### config.mk
export PLATFORM = sky130hd
export DESIGN_NAME = tick_alarm_slots_with_load_window
export DESIGN_NICKNAME = d
export VERILOG_FILES = /design/src/hdl/tas_pkg.sv /design/src/hdl/tick_alarm_slots_with_load_window.sv
export VERILOG_INCLUDE_DIRS = /design/src /design/src/hdl
export SDC_FILE = /design/constraint.sdc
export NUM_CORES = 1
export LEC_CHECK = 0
export ABC_AREA = 1
export BUFFER_PORTS_ARGS = -buffer_cell sky130_fd_sc_hd__buf_2
export CAP_MARGIN = 0
export CORE_ASPECT_RATIO = 1.25
export CORE_MARGIN = 4
export CORE_UTILIZATION = 60
export DETAILED_ROUTE_END_ITERATION = 7
export PLACE_DENSITY = 0.91
export RECOVER_POWER = 100
export SETUP_SLACK_MARGIN = 0.15
export SLEW_MARGIN = 30
export SYNTH_ARGS = -nofsm -noshare
export SYNTH_HDL_FRONTEND = slang
export SYNTH_SLANG_ARGS = --single-unit
### constraint.sdc
create_clock -name clk -period 6.4 [get_ports clk]
set_input_delay 1.28 -clock clk [delete_from_list [all_inputs] [get_ports clk]]
set_output_delay 1.28 -clock clk [all_outputs]
set_load 0.1 [all_outputs]
### src/hdl/tick_alarm_slots_with_load_window_assert.svh
// ----------------------------------------------------------------------------
// Assertion macros for the tick alarm block
// Each macro expands to one labeled concurrent assertion on clk, disabled
// while arst_n is low.
// ----------------------------------------------------------------------------
`ifndef TICK_ALARM_SLOTS_WITH_LOAD_WINDOW_ASSERT_SVH
`define TICK_ALARM_SLOTS_WITH_LOAD_WINDOW_ASSERT_SVH

// Same-cycle implication.
`define TAS_ASSERT_IMP(label, ante, cons, msg) \
	label: assert property (@(posedge clk) disable iff (!arst_n) (ante) |-> (cons)) \
		else $error(msg);

// Next-cycle implication.
`define TAS_ASSERT_NXT(label, ante, cons, msg) \
	label: assert property (@(posedge clk) disable iff (!arst_n) (ante) |=> (cons)) \
		else $error(msg);

`endif

### src/hdl/tas_pkg.sv
// ----------------------------------------------------------------------------
// tas_pkg
// Types and constants of the tick alarm table with its busy-tick window.
// ----------------------------------------------------------------------------
package tas_pkg;

	// Default table size and window length.
	localparam int TAS_SLOTS        = 4;
	localparam int TAS_WINDOW_TICKS = 256;

	// Result field widths.
	localparam int KIND_W  = 2;
	localparam int SLOT_W  = 2;
	localparam int BUSY_W  = 9;
	localparam int NOW_W   = 32;
	localparam int ARMED_W = 3;

	// Result kinds.
	typedef enum logic [KIND_W-1:0] {
		KIND_REPLY  = 2'd0,
		KIND_FIRE   = 2'd1,
		KIND_REPORT = 2'd2,
		KIND_DONE   = 2'd3
	} kind_t;

	// Sequencer states.
	typedef enum logic [2:0] {
		ST_IDLE,
		ST_REG,
		ST_TICK,
		ST_SCAN,
		ST_REPORT,
		ST_FIRE,
		ST_DONE
	} state_t;

endpackage

### src/hdl/tick_alarm_slots_with_load_window.sv
// ----------------------------------------------------------------------------
// tick_alarm_slots_with_load_window
// Tick counter with a table of one-shot alarm slots and a busy-tick window.
//
//  channel   handshake          payload
//  --------  -----------------  ---------------------------------------------
//  request   start / busy       mode, deadline, idle
//  result    strobe (1 cycle)   kind, slot, accepted, busy_ticks, now,
//                               armed_count, last
//
// A register request keeps busy high in the REG state; its reply shows the
// cycle after. A tick keeps busy high through TICK, SCAN of each slot, REPORT
// if due, FIRE per fired slot and DONE, set by the single deadline comparator
// that walks the slots one per cycle and by one result per cycle on the
// output. Results show in the cycle after the state that makes them; the
// receiver cannot stall. Reset clears the count, the window and every armed bit.
// ----------------------------------------------------------------------------
module tick_alarm_slots_with_load_window
	import tas_pkg::*;
#(
	parameter int SLOTS        = TAS_SLOTS,
	parameter int WINDOW_TICKS = TAS_WINDOW_TICKS
) (
	input  logic                clk,
	input  logic                arst_n,
	input  logic                start,
	output logic                busy,
	input  logic                mode,
	input  logic [NOW_W-1:0]    deadline,
	input  logic                idle,
	output logic                strobe,
	output logic [KIND_W-1:0]   kind,
	output logic [SLOT_W-1:0]   slot,
	output logic                accepted,
	output logic [BUSY_W-1:0]   busy_ticks,
	output logic [NOW_W-1:0]    now,
	output logic [ARMED_W-1:0]  armed_count,
	output logic                last
);

`include "tick_alarm_slots_with_load_window_assert.svh"

	localparam int IDX_W   = (SLOTS > 1) ? $clog2(SLOTS) : 1;
	localparam int CNT_W   = $clog2(SLOTS + 1);
	localparam int WIN_W   = $clog2(WINDOW_TICKS + 1);
	localparam int SEXT_W  = (IDX_W > SLOT_W) ? IDX_W : SLOT_W;
	localparam int BEXT_W  = (WIN_W > BUSY_W) ? WIN_W : BUSY_W;
	localparam int AEXT_W  = (CNT_W > ARMED_W) ? CNT_W : ARMED_W;

	// Sequencer and request capture.
	state_t             state_q, state_nxt;
	logic [IDX_W-1:0]   idx_q;
	logic [NOW_W-1:0]   dl_in_q;
	logic               idle_q;

	// Block state.
	logic [NOW_W-1:0]   tick_q;
	logic [WIN_W-1:0]   win_ticks_q;
	logic [WIN_W-1:0]   win_busy_q;
	logic               report_q;
	logic [WIN_W-1:0]   report_busy_q;
	logic [SLOTS-1:0]   armed_q;
	logic [SLOTS-1:0]   fired_q;
	logic [CNT_W-1:0]   armed_cnt_q;
	logic [NOW_W-1:0]   dl_mem [SLOTS];

	// Result registers.
	logic               strobe_q;
	kind_t              kind_q;
	logic [IDX_W-1:0]   slot_q;
	logic               acc_q;
	logic [WIN_W-1:0]   busy_q;
	logic               last_q;

	// Next result values.
	logic               emit;
	kind_t              emit_kind;
	logic [IDX_W-1:0]   emit_slot;
	logic               emit_acc;
	logic [WIN_W-1:0]   emit_busy;
	logic               emit_last;

	logic               accept;
	logic               free_found;
	logic [IDX_W-1:0]   free_idx;
	logic [IDX_W-1:0]   fire_idx;
	logic               cmp_lt;
	logic               fire_hit;
	logic               scan_end;
	logic               fired_any_nxt;
	logic [SLOTS-1:0]   fired_rest;
	logic [WIN_W-1:0]   wt_inc;
	logic [WIN_W-1:0]   wb_inc;
	logic               win_full;
	logic [SEXT_W-1:0]  slot_ext;
	logic [BEXT_W-1:0]  busy_ext;
	logic [AEXT_W-1:0]  armed_ext;

	// Index of the lowest set bit, zero when none is set.
	function automatic logic [IDX_W-1:0] lowest_idx(input logic [SLOTS-1:0] v);
		logic [IDX_W-1:0] r;
		r = '0;
		for (int i = SLOTS - 1; i >= 0; i--) begin
			if (v[i]) begin
				r = IDX_W'(i);
			end
		end
		return r;
	endfunction

	assign busy   = (state_q != ST_IDLE);
	assign accept = start && !busy;

	// Slot selection: lowest free slot and lowest pending fire.
	assign free_found = |(~armed_q);
	assign free_idx   = lowest_idx(~armed_q);
	assign fire_idx   = lowest_idx(fired_q);
	assign fired_rest = fired_q & (fired_q - SLOTS'(1));

	// Shared deadline comparator, walked over the slots by idx_q.
	assign cmp_lt        = dl_mem[idx_q] < tick_q;
	assign fire_hit      = armed_q[idx_q] && cmp_lt;
	assign scan_end      = (idx_q == IDX_W'(SLOTS - 1));
	assign fired_any_nxt = (|fired_q) || fire_hit;

	// Window counters for the tick in progress.
	assign wt_inc   = win_ticks_q + WIN_W'(1);
	assign wb_inc   = win_busy_q + WIN_W'(!idle_q);
	assign win_full = (wt_inc >= WIN_W'(WINDOW_TICKS));

	// Next-state logic.
	always_comb begin
		state_nxt = state_q;
		unique case (state_q)
			ST_IDLE: begin
				if (accept) begin
					state_nxt = mode ? ST_REG : ST_TICK;
				end
			end
			ST_REG:  state_nxt = ST_IDLE;
			ST_TICK: state_nxt = ST_SCAN;
			ST_SCAN: begin
				if (scan_end) begin
					priority if (report_q) begin
						state_nxt = ST_REPORT;
					end else if (fired_any_nxt) begin
						state_nxt = ST_FIRE;
					end else begin
						state_nxt = ST_DONE;
					end
				end
			end
			ST_REPORT: state_nxt = (|fired_q) ? ST_FIRE : ST_DONE;
			ST_FIRE:   state_nxt = (|fired_rest) ? ST_FIRE : ST_DONE;
			ST_DONE:   state_nxt = ST_IDLE;
			default:   state_nxt = ST_IDLE;
		endcase
	end

	// Result decode for the current state.
	always_comb begin
		emit      = 1'b0;
		emit_kind = KIND_DONE;
		emit_slot = '0;
		emit_acc  = 1'b0;
		emit_busy = '0;
		emit_last = 1'b0;
		unique case (state_q)
			ST_REG: begin
				emit      = 1'b1;
				emit_kind = KIND_REPLY;
				emit_slot = free_found ? free_idx : '0;
				emit_acc  = free_found;
				emit_last = 1'b1;
			end
			ST_REPORT: begin
				emit      = 1'b1;
				emit_kind = KIND_REPORT;
				emit_busy = report_busy_q;
			end
			ST_FIRE: begin
				emit      = 1'b1;
				emit_kind = KIND_FIRE;
				emit_slot = fire_idx;
			end
			ST_DONE: begin
				emit      = 1'b1;
				emit_kind = KIND_DONE;
				emit_last = 1'b1;
			end
			default: begin
				emit = 1'b0;
			end
		endcase
	end

	// Control state.
	always_ff @(posedge clk or negedge arst_n) begin
		if (!arst_n) begin
			state_q     <= ST_IDLE;
			idx_q       <= '0;
			tick_q      <= '0;
			win_ticks_q <= '0;
			win_busy_q  <= '0;
			report_q    <= 1'b0;
			armed_q     <= '0;
			fired_q     <= '0;
			armed_cnt_q <= '0;
			strobe_q    <= 1'b0;
		end else begin
			state_q  <= state_nxt;
			strobe_q <= emit;
			unique case (state_q)
				ST_REG: begin
					if (free_found) begin
						armed_q[free_idx] <= 1'b1;
						armed_cnt_q       <= armed_cnt_q + CNT_W'(1);
					end
				end
				ST_TICK: begin
					tick_q   <= tick_q + NOW_W'(1);
					idx_q    <= '0;
					fired_q  <= '0;
					report_q <= win_full;
					if (win_full) begin
						win_ticks_q <= '0;
						win_busy_q  <= '0;
					end else begin
						win_ticks_q <= wt_inc;
						win_busy_q  <= wb_inc;
					end
				end
				ST_SCAN: begin
					if (fire_hit) begin
						fired_q[idx_q] <= 1'b1;
						armed_q[idx_q] <= 1'b0;
						armed_cnt_q    <= armed_cnt_q - CNT_W'(1);
					end
					if (!scan_end) begin
						idx_q <= idx_q + IDX_W'(1);
					end
				end
				ST_FIRE: begin
					fired_q <= fired_rest;
				end
				default: begin
					idx_q <= idx_q;
				end
			endcase
		end
	end

	// Request capture, deadline store and result payload.
	always_ff @(posedge clk) begin
		if (accept) begin
			dl_in_q <= deadline;
			idle_q  <= idle;
		end
		if (state_q == ST_REG && free_found) begin
			dl_mem[free_idx] <= dl_in_q;
		end
		if (state_q == ST_TICK) begin
			report_busy_q <= wb_inc;
		end
		kind_q <= emit_kind;
		slot_q <= emit_slot;
		acc_q  <= emit_acc;
		busy_q <= emit_busy;
		last_q <= emit_last;
	end

	// Output fields, masked to their port widths.
	assign slot_ext  = SEXT_W'(slot_q);
	assign busy_ext  = BEXT_W'(busy_q);
	assign armed_ext = AEXT_W'(armed_cnt_q);

	assign strobe      = strobe_q;
	assign kind        = kind_q;
	assign slot        = slot_ext[SLOT_W-1:0];
	assign accepted    = acc_q;
	assign busy_ticks  = busy_ext[BUSY_W-1:0];
	assign now         = tick_q;
	assign armed_count = armed_ext[ARMED_W-1:0];
	assign last        = last_q;

	// The final result of an item always shows with the sequencer back at rest.
	`TAS_ASSERT_IMP(a_last_at_idle, strobe && last, state_q == ST_IDLE, "last result while busy")
	// The running armed count tracks the armed bits.
	`TAS_ASSERT_IMP(a_armed_cnt, 1'b1, armed_cnt_q == CNT_W'($countones(armed_q)), "armed count mismatch")
	// A slot marked as fired has already been freed.
	`TAS_ASSERT_IMP(a_fired_free, 1'b1, (fired_q & armed_q) == '0, "fired slot still armed")
	// An accepted request makes the block busy.
	`TAS_ASSERT_NXT(a_accept_busy, start && !busy, busy, "accepted request left block idle")

endmodule

## Word level (Yosys, flattened, before mapping)

Memory sizes are Yosys's and may differ from the RTL's.
Cells that the tools add are included.

- Memories: 1
- Input bits: 37
- Bits in writable memories: 128
- Logic and storage cells: 113
- Bits in registers: 125
- Output and inout bits: 52

- Equal/unequal tests: 12
- Reduce and logical (&&, ||, !) cells: 22
- Bitwise operators: 6
- Multiplexer cells: 41
- $lt $le $gt $ge: 6
- Add/sub/neg operators: 7

Memory list:

| name | words | bits a word | read ports | clocked after Yosys merged registers in | write ports | RTL line | text |
|---|---|---|---|---|---|---|---|
| dl_mem | 4 | 32 | 1 | 0 | 1 | tick_alarm_slots_with_load_window.sv:65 | `logic [NOW_W-1:0] dl_mem [SLOTS];` |

Operator list:

| kind | count |
|---|---|
| $add A32 B1 Y32 const B | 1 |
| $lt A32 B32 Y1 | 1 |
| $mux W2 | 15 |
| $mux W9 | 2 |
| $reduce_or A4 Y1 | 4 |
| $pmux W3 S5 | 1 |
| $mux W3 | 4 |
| $mux W4 | 3 |
| $pmux W4 S3 | 1 |
| $ne A2 B2 Y1 const B | 5 |
| $add A9 B1 Y9 | 1 |
| $add A9 B1 Y9 const B | 1 |
| $eq A3 B3 Y1 const B | 3 |
| $ge A9 B9 Y1 const B | 1 |
| $and A4 B4 Y4 | 2 |
| $not A4 Y4 | 2 |
| $or A4 B4 Y4 | 2 |
| $pmux W2 S2 | 2 |
| $pmux W4 S2 | 1 |
| $mux W1 | 7 |
| $eq A3 B2 Y1 const B | 2 |
| $lt A2 B3 Y1 const B | 2 |
| $pmux W2 S3 | 1 |
| $pmux W3 S2 | 1 |
| 18 further kinds | 29 |

## Logic depth before layout (Yosys ltp)

Gate-level depths: netlist (run 1).

- Depth after elaboration: 12
- Mapped depth: 21
- Gate-level depth less buffers: 20

## Least setup slack after synthesis (run 1)

No wires, ideal clock.

- Kind: register -> register
- From: register state_q[1]
- To: memory dl_mem[3][0] (enable)
- Data required time: 5.898 ns
- Path slack: 1.956 ns
- Library setup time: 0.502 ns
- Arrival time: 3.943 ns
- Stages on the path, launching flop included: 6
- Path buffers: 0
- Clock period less this slack: 4.444 ns
- Cell sequence: dfrtp_1 -> nor2_1 -> inv_1 -> nor2_1 -> inv_1 -> nor4_1

- Word-level cells in the longest chain between the ends: 4

Ends and longest elaborated chain:

| what | RTL line | text |
|---|---|---|
| from (decl) | tick_alarm_slots_with_load_window.sv:51 | `state_t state_q, state_nxt;` |
| from (signal assigned) | tick_alarm_slots_with_load_window.sv:211 | `state_q <= state_nxt;` |
| $eq A3 B1 Y1 | tick_alarm_slots_with_load_window.sv:259 | `if (state_q == ST_REG && free_found) begin` |
| $logic_and A1 B1 Y1 | tick_alarm_slots_with_load_window.sv:259 |  |
| $mux W1 | tick_alarm_slots_with_load_window.sv:259 |  |
| $mux W1 (not written as such) | tick_alarm_slots_with_load_window.sv:260 | `dl_mem[free_idx] <= dl_in_q;` |
| to (decl) | tick_alarm_slots_with_load_window.sv:65 |  |

Every way passes these cells.

## Worst setup path in the final report (run 1)

- From: register idx_q[0]
- To: register armed_q[1]

- Word-level cells in the longest chain between the ends: 8
- Elaborated cells between the ends (all ways): 16
- Classes of those cells: order compare: 3; eq/ne: 1; mux: 6; bitwise: 2; reduce/logical: 3; memory: 1

Ends and longest elaborated chain:

| what | RTL line | text |
|---|---|---|
| from (decl) | tick_alarm_slots_with_load_window.sv:52 | `logic [IDX_W-1:0] idx_q;` |
| from (signal assigned) | tick_alarm_slots_with_load_window.sv:240 | `idx_q <= idx_q + IDX_W'(1);` |
| from (signal assigned) | tick_alarm_slots_with_load_window.sv:247 | `idx_q <= idx_q;` |
| parallel branches: the longest is 8 deep, another holds $mem_v2 Z4 W32 | n/a |  |
| to (signal assigned) | tick_alarm_slots_with_load_window.sv:206 | `armed_q <= '0;` |
| to (signal, indexed assignment) | tick_alarm_slots_with_load_window.sv:216 | `armed_q[free_idx] <= 1'b1;` |
| to (signal, indexed assignment) | tick_alarm_slots_with_load_window.sv:236 | `armed_q[idx_q] <= 1'b0;` |
| to (decl) | tick_alarm_slots_with_load_window.sv:62 | `logic [SLOTS-1:0] armed_q;` |

Parallel ways; which one is timed is not known. The select of a mux whose other input is x is not followed.
A chain may end at the register's enable or synchronous reset.

==> results.cfg, run 1 <==
[status]
status = finished, violations left
violations = max-capacitance violations, max-slew violations

[global_route]
antenna_found_initial = 0
grt_start_max_net_pins = 71
grt_pass1_vias = 7244
track_usage_pct = 23.0
gr-total-overflow = 0
grt_pass1_wl_mm = 36.5

[setup_path]
critPathArrivalTime_ps = 5190
path_cells = inv_1, clkbuf_1, o21ai_0, o22ai_1, ha_1, nand2_1, inv_1, o21ai_0, a21boi_0, nor4_2, nand3_1, nand2_1, o21ai_0, o21ai_0
max_stage_delay_ps = 1270
end_kind = flop
cpMaxStageDelayCell = clkbuf_1
cp.required_ps = 6830
startpoint_type = flop
cp_common_cell = o21ai_0
crit_type = flop to flop
path_max_fanout = 40

[route]
num_vias = 7248
wl_per_cell_um = 18.3
wl_mm = 22.9
drt_iter0_markers = 567
via_per_inst = 5.78
detail-route-antenna-nets = 0
route.detailed.drc = 0
dr.pass1.iters = 6

[floorplan]
chipWidth_um = 128
die-area_um2 = 20100
initial_utilization_pct = 61.3
die_h_um = 157
io_pins = 89
coreArea_um2 = 17500
std_cell_rows = 54

[power]
ir_drop_mv = 0.308
clkPwrFrac_pct = 26.3
p_int_mw = 3.39
p_sw_mw = 2.07
swShare_pct = 37.8
p_comb_share_pct = 32.7
p_leak_nw = 4.71
power-per-cell-area_nw_per_um2 = 455
seq_power_share_pct = 40.9

[timing]
fin_worst_skew_ps = 12.2
fin_crit_sh_pct = 74.4
fin_crit_ps = 4760
max_freq_ghz = 0.210
setup_violations = 0
maxSlewHeadroom_pct = -156
timing.final.max_slew_violations = 280
rsz0062_at_grt = false
hold_viol_final = 0
setup_tns_ps = 0
tightest_slew_ps = 3840

[clock_tree]
clockBufferDepth = 3
htree_levels = 1
cts_tree = done
cts_resized = 0
numCtsBuffers = 23
post_cts_buffers = 0
clk_pin_slew_ps = 70
cts-hold-fix-buffers = 0
root_buffer = clkbuf_16
clock_latency_ps = 510
cts_sinks = 253

[yosys]
syn_area_per_cell_um2 = 11.7
synth_edf_count = 170
synthTopCellsByCount = edfxtp_1, nor2_1, nand2_1
async_reset_ff_share_pct = 26.9
ys_types = 41
synth_seq_cells = 253
synthFlopType = edfxtp_1
synth_warnings = 0
synth_top_area_share_pct = 47.6
synthesis.nets = 992
synth.most_common_cell = edfxtp_1
synthTopCellsByArea = edfxtp_1, dfrtp_1, o21ai_0
yosysTopAreaCell = edfxtp_1
synth_cells = 915
synth_area_um2 = 10700
seq_area_frac_synth_pct = 66.3

[layout]
fin_nets = 1090
post_route_cells_drive_above_1_share_pct = 8.16
area_delta_synth_final_pct = 12.1
diodes = 0
final_core_util_pct = 68.6

[place]
gp_congestion = 0.857
dp_hpwl_mm = 14.5
portBuffers = 88

[flow_run]
maxCapViolCount = 7

[worst_hold_path]
hold_path_class = flop to flop
[logic make-up (layout without fill, tap and decap cells)]
group,Yosys count,after routing,share of synthesized area [%]
and+or+nand+nor,289,289,12.6
DFF,253,253,66.3
AOI/OAI and AO/OA,165,165,8.45
buffers and inverters,126,240,4.49
xor gates and xnor gates,42,42,3.43
adders and majority gates,40,40,4.74
[per-layer routing]
layer / part of all wire, % / up-vias / track usage (%)
li1: - / 3368 / -
met1: 37 / 3480 / 28.4
met2: 52 / 331 / 41.2
met3: 7.6 / 69 / 3.73
met4: 3.2 / 0 / 7.72
met5: 0 / - / 0
[metrics by stage]
stage	std cells	total power [mW]	hold WS [ps]	worst slack, ps	instance area [um2]
after global routing	1253	5.75	498	1160	12000
final	1253	5.46	462	1640	12000
after floorplan	915	3.59	439	1960	10700
after CTS	1252	5.49	467	2650	12200
after global placement	1211	3.94	441	2790	11400
after detailed placement	1211	4.04	454	2700	11400
[power groups by stage]
stage	registers [mW]	logic [mW]	clock network, mW
final	2.23	1.79	1.44
after global routing	2.26	1.97	1.52
after CTS	2.22	1.81	1.45
after detailed placement	2.25	1.79	0
after global placement	2.24	1.70	0
after floorplan	2.58	1.01	0
[path summary, 6_finish.rpt]
check	startpoint	to	slack, ps	cells after the start
setup / recovery	idx_q[0]	armed_q[1]	1640	14
hold / removal	report_busy_q[5]	busy_ticks[5]	460	2
setup reg to reg	idx_q[0]	armed_q[1]	1640	14
hold reg to reg	report_busy_q[5]	busy_ticks[5]	460	2
max in group asynchronous	arst_n	now[1]	2050	2
min in group asynchronous	arst_n	now[21]	2200	2
[sequential cells by signal, summed over array words and instances, names as in the netlist, 4 cells and up]
register and count:
report_busy_q 9, now 32, fired_q 4, dl_in_q 32, win_ticks_q 9, win_busy_q 9
busy_ticks 9, dl_mem 128, armed_q 4
[cell type report]
cell class / count / area, um2
well taps: 224 / 280
clock inverters: 14 / 194
clock buffers: 27 / 591
fillers: 1176 / 5490
inverters: 102 / 383
repair buffers: 97 / 414
multi-input cells: 536 / 3040
flip-flops and latches: 253 / 7110
[cells in the final DEF (no fill, tap or decap), types with 2 or more instances in the layout]
cell type | synthesis | layout
clkbuf_16 | 0 | 23
xor2_1 | 41 | 41
bufinv_16 | 0 | 5
buf_4 | 0 | 2
inv_1 | 97 | 98
a211oi_1 | 2 | 2
nor4_1 | 5 | 6
o221a_2 | 3 | 3
dfxtp_1 | 15 | 15
nor3_1 | 16 | 19
clkinv_1 | 2 | 5
o22ai_1 | 31 | 31
a21oi_1 | 22 | 22
nand2_1 | 102 | 106
clkinv_2 | 0 | 5
nor2_1 | 103 | 107
buf_2 | 1 | 34
nand4_1 | 9 | 9
inv_2 | 3 | 2
edfxtp_1 | 170 | 170
o21ai_0 | 100 | 100
dfrtp_1 | 68 | 68
nor3_2 | 5 | 3
o31ai_1 | 2 | 2
ha_1 | 39 | 39
clkbuf_1 | 20 | 65
o2111ai_1 | 2 | 2
nand3_1 | 29 | 31
[worst max-delay path, delay by kind of cell, from the launching register on]
| family | cells | cell delay [ps] |
|---|---|---|
| AO/OA/AOI/OAI | 6 | 940 |
| adder cells (fa/ha/maj) | 1 | 280 |
| buffers and inverters | 3 | 1920 |
| flip-flops | 1 | 380 |
| AND/OR/NAND/NOR | 4 | 1120 |
(Power assumes the default switching activity.)
==> run 2, diff against run 1 <==
==> constraint.sdc (replaced) <==
create_clock -name clk -period 4.93 [get_ports clk]
set_input_delay 0.986 -clock clk [delete_from_list [all_inputs] [get_ports clk]]
set_output_delay 0.986 -clock clk [all_outputs]
set_load 0.1 [all_outputs]
==> results.cfg, run 2 (synthesis results as in run 1) <==
[status]
status = finished, violations left
violations = max-capacitance violations, max-slew violations

[layout]
diodes = 0
fillers = 1203
post_route_cells_drive_above_1_share_pct = 8.31
largest_reg_flops = 128
final_common_cell = edfxtp_1
mostFrequentLayoutCells = edfxtp_1, nor2_1, nand2_1, o21ai_0, inv_1
fin_nets = 1094
area_delta_synth_final_pct = 12.5
layout.cells.non_filler = 1259
fin_area_um2 = 12100
regMostFlops = dl_mem

[setup_path]
critPathArrivalTime_ps = 4690
path_cells = inv_1, nand2_1, nor2_4, clkbuf_1, nand2_1, nor2_1, nand3_1, nor2_1, nand2_1, nor4_1, nand2_2, nor2_1, xor2_1
cp.required_ps = 5360
ff2ff_setup_slack_ps = 670
path_max_fanout = 37
timing.rr.start = state_q[0]
r2r_end = now[26]
end_kind = flop
cp-startpoint = state_q[0]
cpMaxStageDelayCell = clkbuf_1
crit_type = flop to flop
startpoint_type = flop
ff2ff_path_depth = 13
max_stage_delay_ps = 1180

[place]
portBuffers = 88
gp_congestion = 0.902
dp_hpwl_mm = 14.7
place_area_um2 = 11400
dp.cells = 1214

[clock_tree]
post_cts_buffers = 0
clk_pin_slew_ps = 70
root_buffer = clkbuf_16
cts_resized = 0
numCtsBuffers = 24
clock_latency_ps = 520
cts_sinks = 253
cts-hold-fix-buffers = 0
clockBufferDepth = 3
cts_tree = done
htree_levels = 1

[timing]
fin_crit_sh_pct = 86.3
max_freq_ghz = 0.235
fin_worst_skew_ps = 13.9
timing.final.max_slew_violations = 241
setup_violations = 0
fin_crit_ps = 4260
hold_viol_final = 0
setup_tns_ps = 0
maxSlewHeadroom_pct = -48.7
rsz0062_at_grt = false
tightest_slew_ps = 2230

[route]
wl_mm = 23.3
via_per_inst = 5.85
wl_per_cell_um = 18.5
dr.pass1.iters = 5
num_vias = 7361
route.detailed.drc = 0
detail-route-antenna-nets = 0
drt_iter0_markers = 659

[floorplan]
coreArea_um2 = 17500
chipWidth_um = 128
std_cell_rows = 54
initial_utilization_pct = 61.3
die_h_um = 157
io_pins = 89
die-area_um2 = 20100

[global_route]
grt_pass1_wl_mm = 37.2
track_usage_pct = 23.5
grt_pass1_vias = 7444
gr-total-overflow = 0
grt_start_max_net_pins = 71
antenna_found_initial = 0

[flow_run]
maxCapViolCount = 7

[worst_hold_path]
hold_path_class = flop to flop
hp-start = report_busy_q[5]
min_path_cells = 2
hold_path_end = busy_ticks[5]

[power]
ir_drop_mv = 0.343
power-per-cell-area_nw_per_um2 = 595
p_leak_nw = 4.72
[run 2: changes by cell type in the layout (fill, tap and decap cells not counted), moves of 2 or more]
cell,previous run,this run
nor3_1,19,21
clkbuf_8,0,2
buf_2,34,32
clkbuf_16,23,26
buf_4,2,4
clkbuf_2,0,2
nor3_2,3,1
clkbuf_1,65,67
bufinv_16,5,3
[run 2: how the worst max path moves through the flow]
stage	endpoint	slack, ps
2_1_floorplan	dl_mem[3][0]	490
3_3_place_gp	armed_q[2]	1610
3_5_place_dp	armed_q[2]	1460
4_1_cts	armed_q[1]	1250
5_1_grt	now[26]	350
6_report	now[26]	670
[run 2: final cells by class]
class	count	area, um2	area share [%]
Clock buffer	33	699	5.80
Clock inverter	11	134	1.11
Inverter	102	383	3.18
Multi-Input combinational cell	536	3020	25.1
Sequential cell	253	7110	59.0
Tap cell	224	280	2.33
Timing Repair Buffer	100	430	3.57
[run 2: critical path, delay by kind of cell (launching register included)]
| kind | cells | cell delay, ps |
|---|---|---|
| and+or+nand+nor | 10 | 2260 |
| xor gates and xnor gates | 1 | 180 |
| buffers and inverters | 2 | 1300 |
| DFF | 1 | 410 |
[run 2: report_power, final]
part           total, mW  switching [mW]  internal [mW]
registers           2.90           0.203           2.70
clock network       1.92           0.766           1.15
logic               2.35            1.75          0.600
[run 2: layer usage]
| layer | vias up | global-route usage [%] | part of all wire, % |
|---|---|---|---|
| met4 | 0 | 10.3 | 4.1 |
| met5 | - | 0 | 0 |
| met1 | 3474 | 27.9 | 36 |
| met2 | 423 | 41.5 | 50 |
| met3 | 87 | 4.96 | 9.5 |
| li1 | 3377 | - | - |
[run 2: metrics by stage]
stage / hold slack, ps / total power, mW / util [%] / worst slack, ps
floorplan: 439 / 4.66 / - / 486
global placement: 442 / 5.12 / 65.4 / 1610
detailed placement: 454 / 5.25 / 65.4 / 1460
CTS: 464 / 7.21 / 70.2 / 1250
global route: 485 / 7.56 / 68.9 / 352
finish: 459 / 7.17 / 68.9 / 674
==> run 3, diff against run 2 <==
--- a/config.mk
+++ b/config.mk
@@ -9,11 +9,13 @@
 export ABC_AREA = 1
 export BUFFER_PORTS_ARGS = -buffer_cell sky130_fd_sc_hd__buf_2
 export CAP_MARGIN = 0
+export CELL_PAD_IN_SITES_DETAIL_PLACEMENT = 0
+export CELL_PAD_IN_SITES_GLOBAL_PLACEMENT = 1
 export CORE_ASPECT_RATIO = 1.25
 export CORE_MARGIN = 4
-export CORE_UTILIZATION = 60
+export CORE_UTILIZATION = 45
 export DETAILED_ROUTE_END_ITERATION = 7
-export PLACE_DENSITY = 0.91
+export PLACE_DENSITY = 0.86
 export RECOVER_POWER = 100
 export SETUP_SLACK_MARGIN = 0.15
 export SLEW_MARGIN = 30
==> results.cfg, run 3 (synthesis results as in run 1) <==
[power]
p_leak_nw = 4.74
power-per-cell-area_nw_per_um2 = 573
ir_drop_mv = 0.390

[setup_path]
startpoint_type = flop
max_stage_delay_ps = 1250
cp.required_ps = 5330
ff2ff_setup_slack_ps = 910
critPathArrivalTime_ps = 4410
ff2ff_path_depth = 11
cpMaxStageDelayCell = clkbuf_1
path_cells = inv_1, nand2_1, nor2_4, clkbuf_1, nand3_1, nand3b_1, nor3_4, nand3_1, nor3_4, nand4_1, xor2_1
timing.rr.start = state_q[0]
crit_type = flop to flop
path_max_fanout = 37
end_kind = flop
r2r_end = now[31]

[floorplan]
chipWidth_um = 146
coreArea_um2 = 23200
die_h_um = 181
die-area_um2 = 26400
std_cell_rows = 62
initial_utilization_pct = 46.2
io_pins = 89

[global_route]
grt_pass1_vias = 6958
grt_pass1_wl_mm = 35.8
antenna_found_initial = 0
grt_start_max_net_pins = 43
gr-total-overflow = 0
track_usage_pct = 16.6

[clock_tree]
cts-hold-fix-buffers = 0
numCtsBuffers = 25
cts_sinks = 253
post_cts_buffers = 0
cts_tree = done
cts_resized = 0
clock_latency_ps = 520
root_buffer = clkbuf_16
clockBufferDepth = 3
htree_levels = 1
clk_pin_slew_ps = 60

[timing]
maxSlewHeadroom_pct = -39.6
rsz0062_at_grt = false
fin_crit_ps = 4020
fin_worst_skew_ps = 16.5
timing.final.max_slew_violations = 198
fin_crit_sh_pct = 81.5
tightest_slew_ps = 2090
hold_viol_final = 0
max_freq_ghz = 0.249
setup_violations = 0
setup_tns_ps = 0

[layout]
diodes = 0
fin_area_um2 = 12200
regMostFlops = dl_mem
largest_reg_flops = 128
fin_nets = 1096
mostFrequentLayoutCells = edfxtp_1, nand2_1, nor2_1, o21ai_0, inv_1
final_common_cell = edfxtp_1
area_delta_synth_final_pct = 13.4
post_route_cells_drive_above_1_share_pct = 9.16

[place]
portBuffers = 88
dp_hpwl_mm = 15.0
place_area_um2 = 11600
gp_congestion = 0.808

[status]
status = finished, violations left
violations = max-capacitance violations, max-slew violations

[route]
wl_mm = 21.7
drt_iter0_markers = 407
num_vias = 6866
dr.pass1.iters = 7
wl_per_cell_um = 16.4
detail-route-antenna-nets = 0
via_per_inst = 5.18
route.detailed.drc = 0

[worst_hold_path]
min_path_cells = 2
hold_path_class = flop to flop
hold_path_end = busy_ticks[1]
hp-start = report_busy_q[1]

[flow_run]
maxCapViolCount = 6
[run 3: layout make-up]
class / instances / area [um2]
Multi-Input combinational cell: 536 / 3070
Tap cell: 288 / 360
Timing Repair Buffer: 101 / 448
Clock inverter: 15 / 140
Fill cell: 2000 / 11000
Inverter: 102 / 383
Sequential cell: 253 / 7110
Clock buffer: 30 / 644
[run 3: where the power goes]
group	internal [mW]	total (mW)	switching, mW	leakage [nW]
logic	0.596	2.22	1.62	1.79
registers	2.70	2.94	0.245	2.57
clock network	1.04	1.81	0.768	0.378
total	4.34	6.97	2.63	4.74
[run 3: worst max path at each step]
stage                    to  slack [ps]  startpoint
2_1_floorplan  dl_mem[3][0]         490  state_q[1]
3_3_place_gp     armed_q[2]        1600    idx_q[0]
3_5_place_dp     armed_q[1]        1520    idx_q[0]
4_1_cts          armed_q[1]        1510    idx_q[0]
5_1_grt             now[31]         560  state_q[0]
6_report            now[31]         910  state_q[0]
[run 3: critical path, delay by kind of cell, from the launching register on]
family,cells,cell delay [ps]
AND/OR/NAND/NOR,8,1930
buffers and inverters,2,1380
flip-flops,1,410
XOR/XNOR,1,170
[run 3: metal layers]
metal	share of wire, %	vias up	GRT usage, %
met5	0	-	0
li1	-	3371	-
met4	2.0	0	4.52
met3	5.3	38	2.62
met1	42	3283	21.4
met2	51	174	29.3
[run 3: through the flow]
step                worst slack [ps]  util, %  hold slack [ps]  cells  total power, mW
finish                           914     52.4              462   1325             6.97
CTS                             1510     53.2              466   1325             7.09
global placement                1600     49.7              442   1279             5.19
detailed placement              1520     49.9              455   1280             5.26
floorplan                        486        -              439    915             4.66
global route                     564     52.4              483   1325             7.46
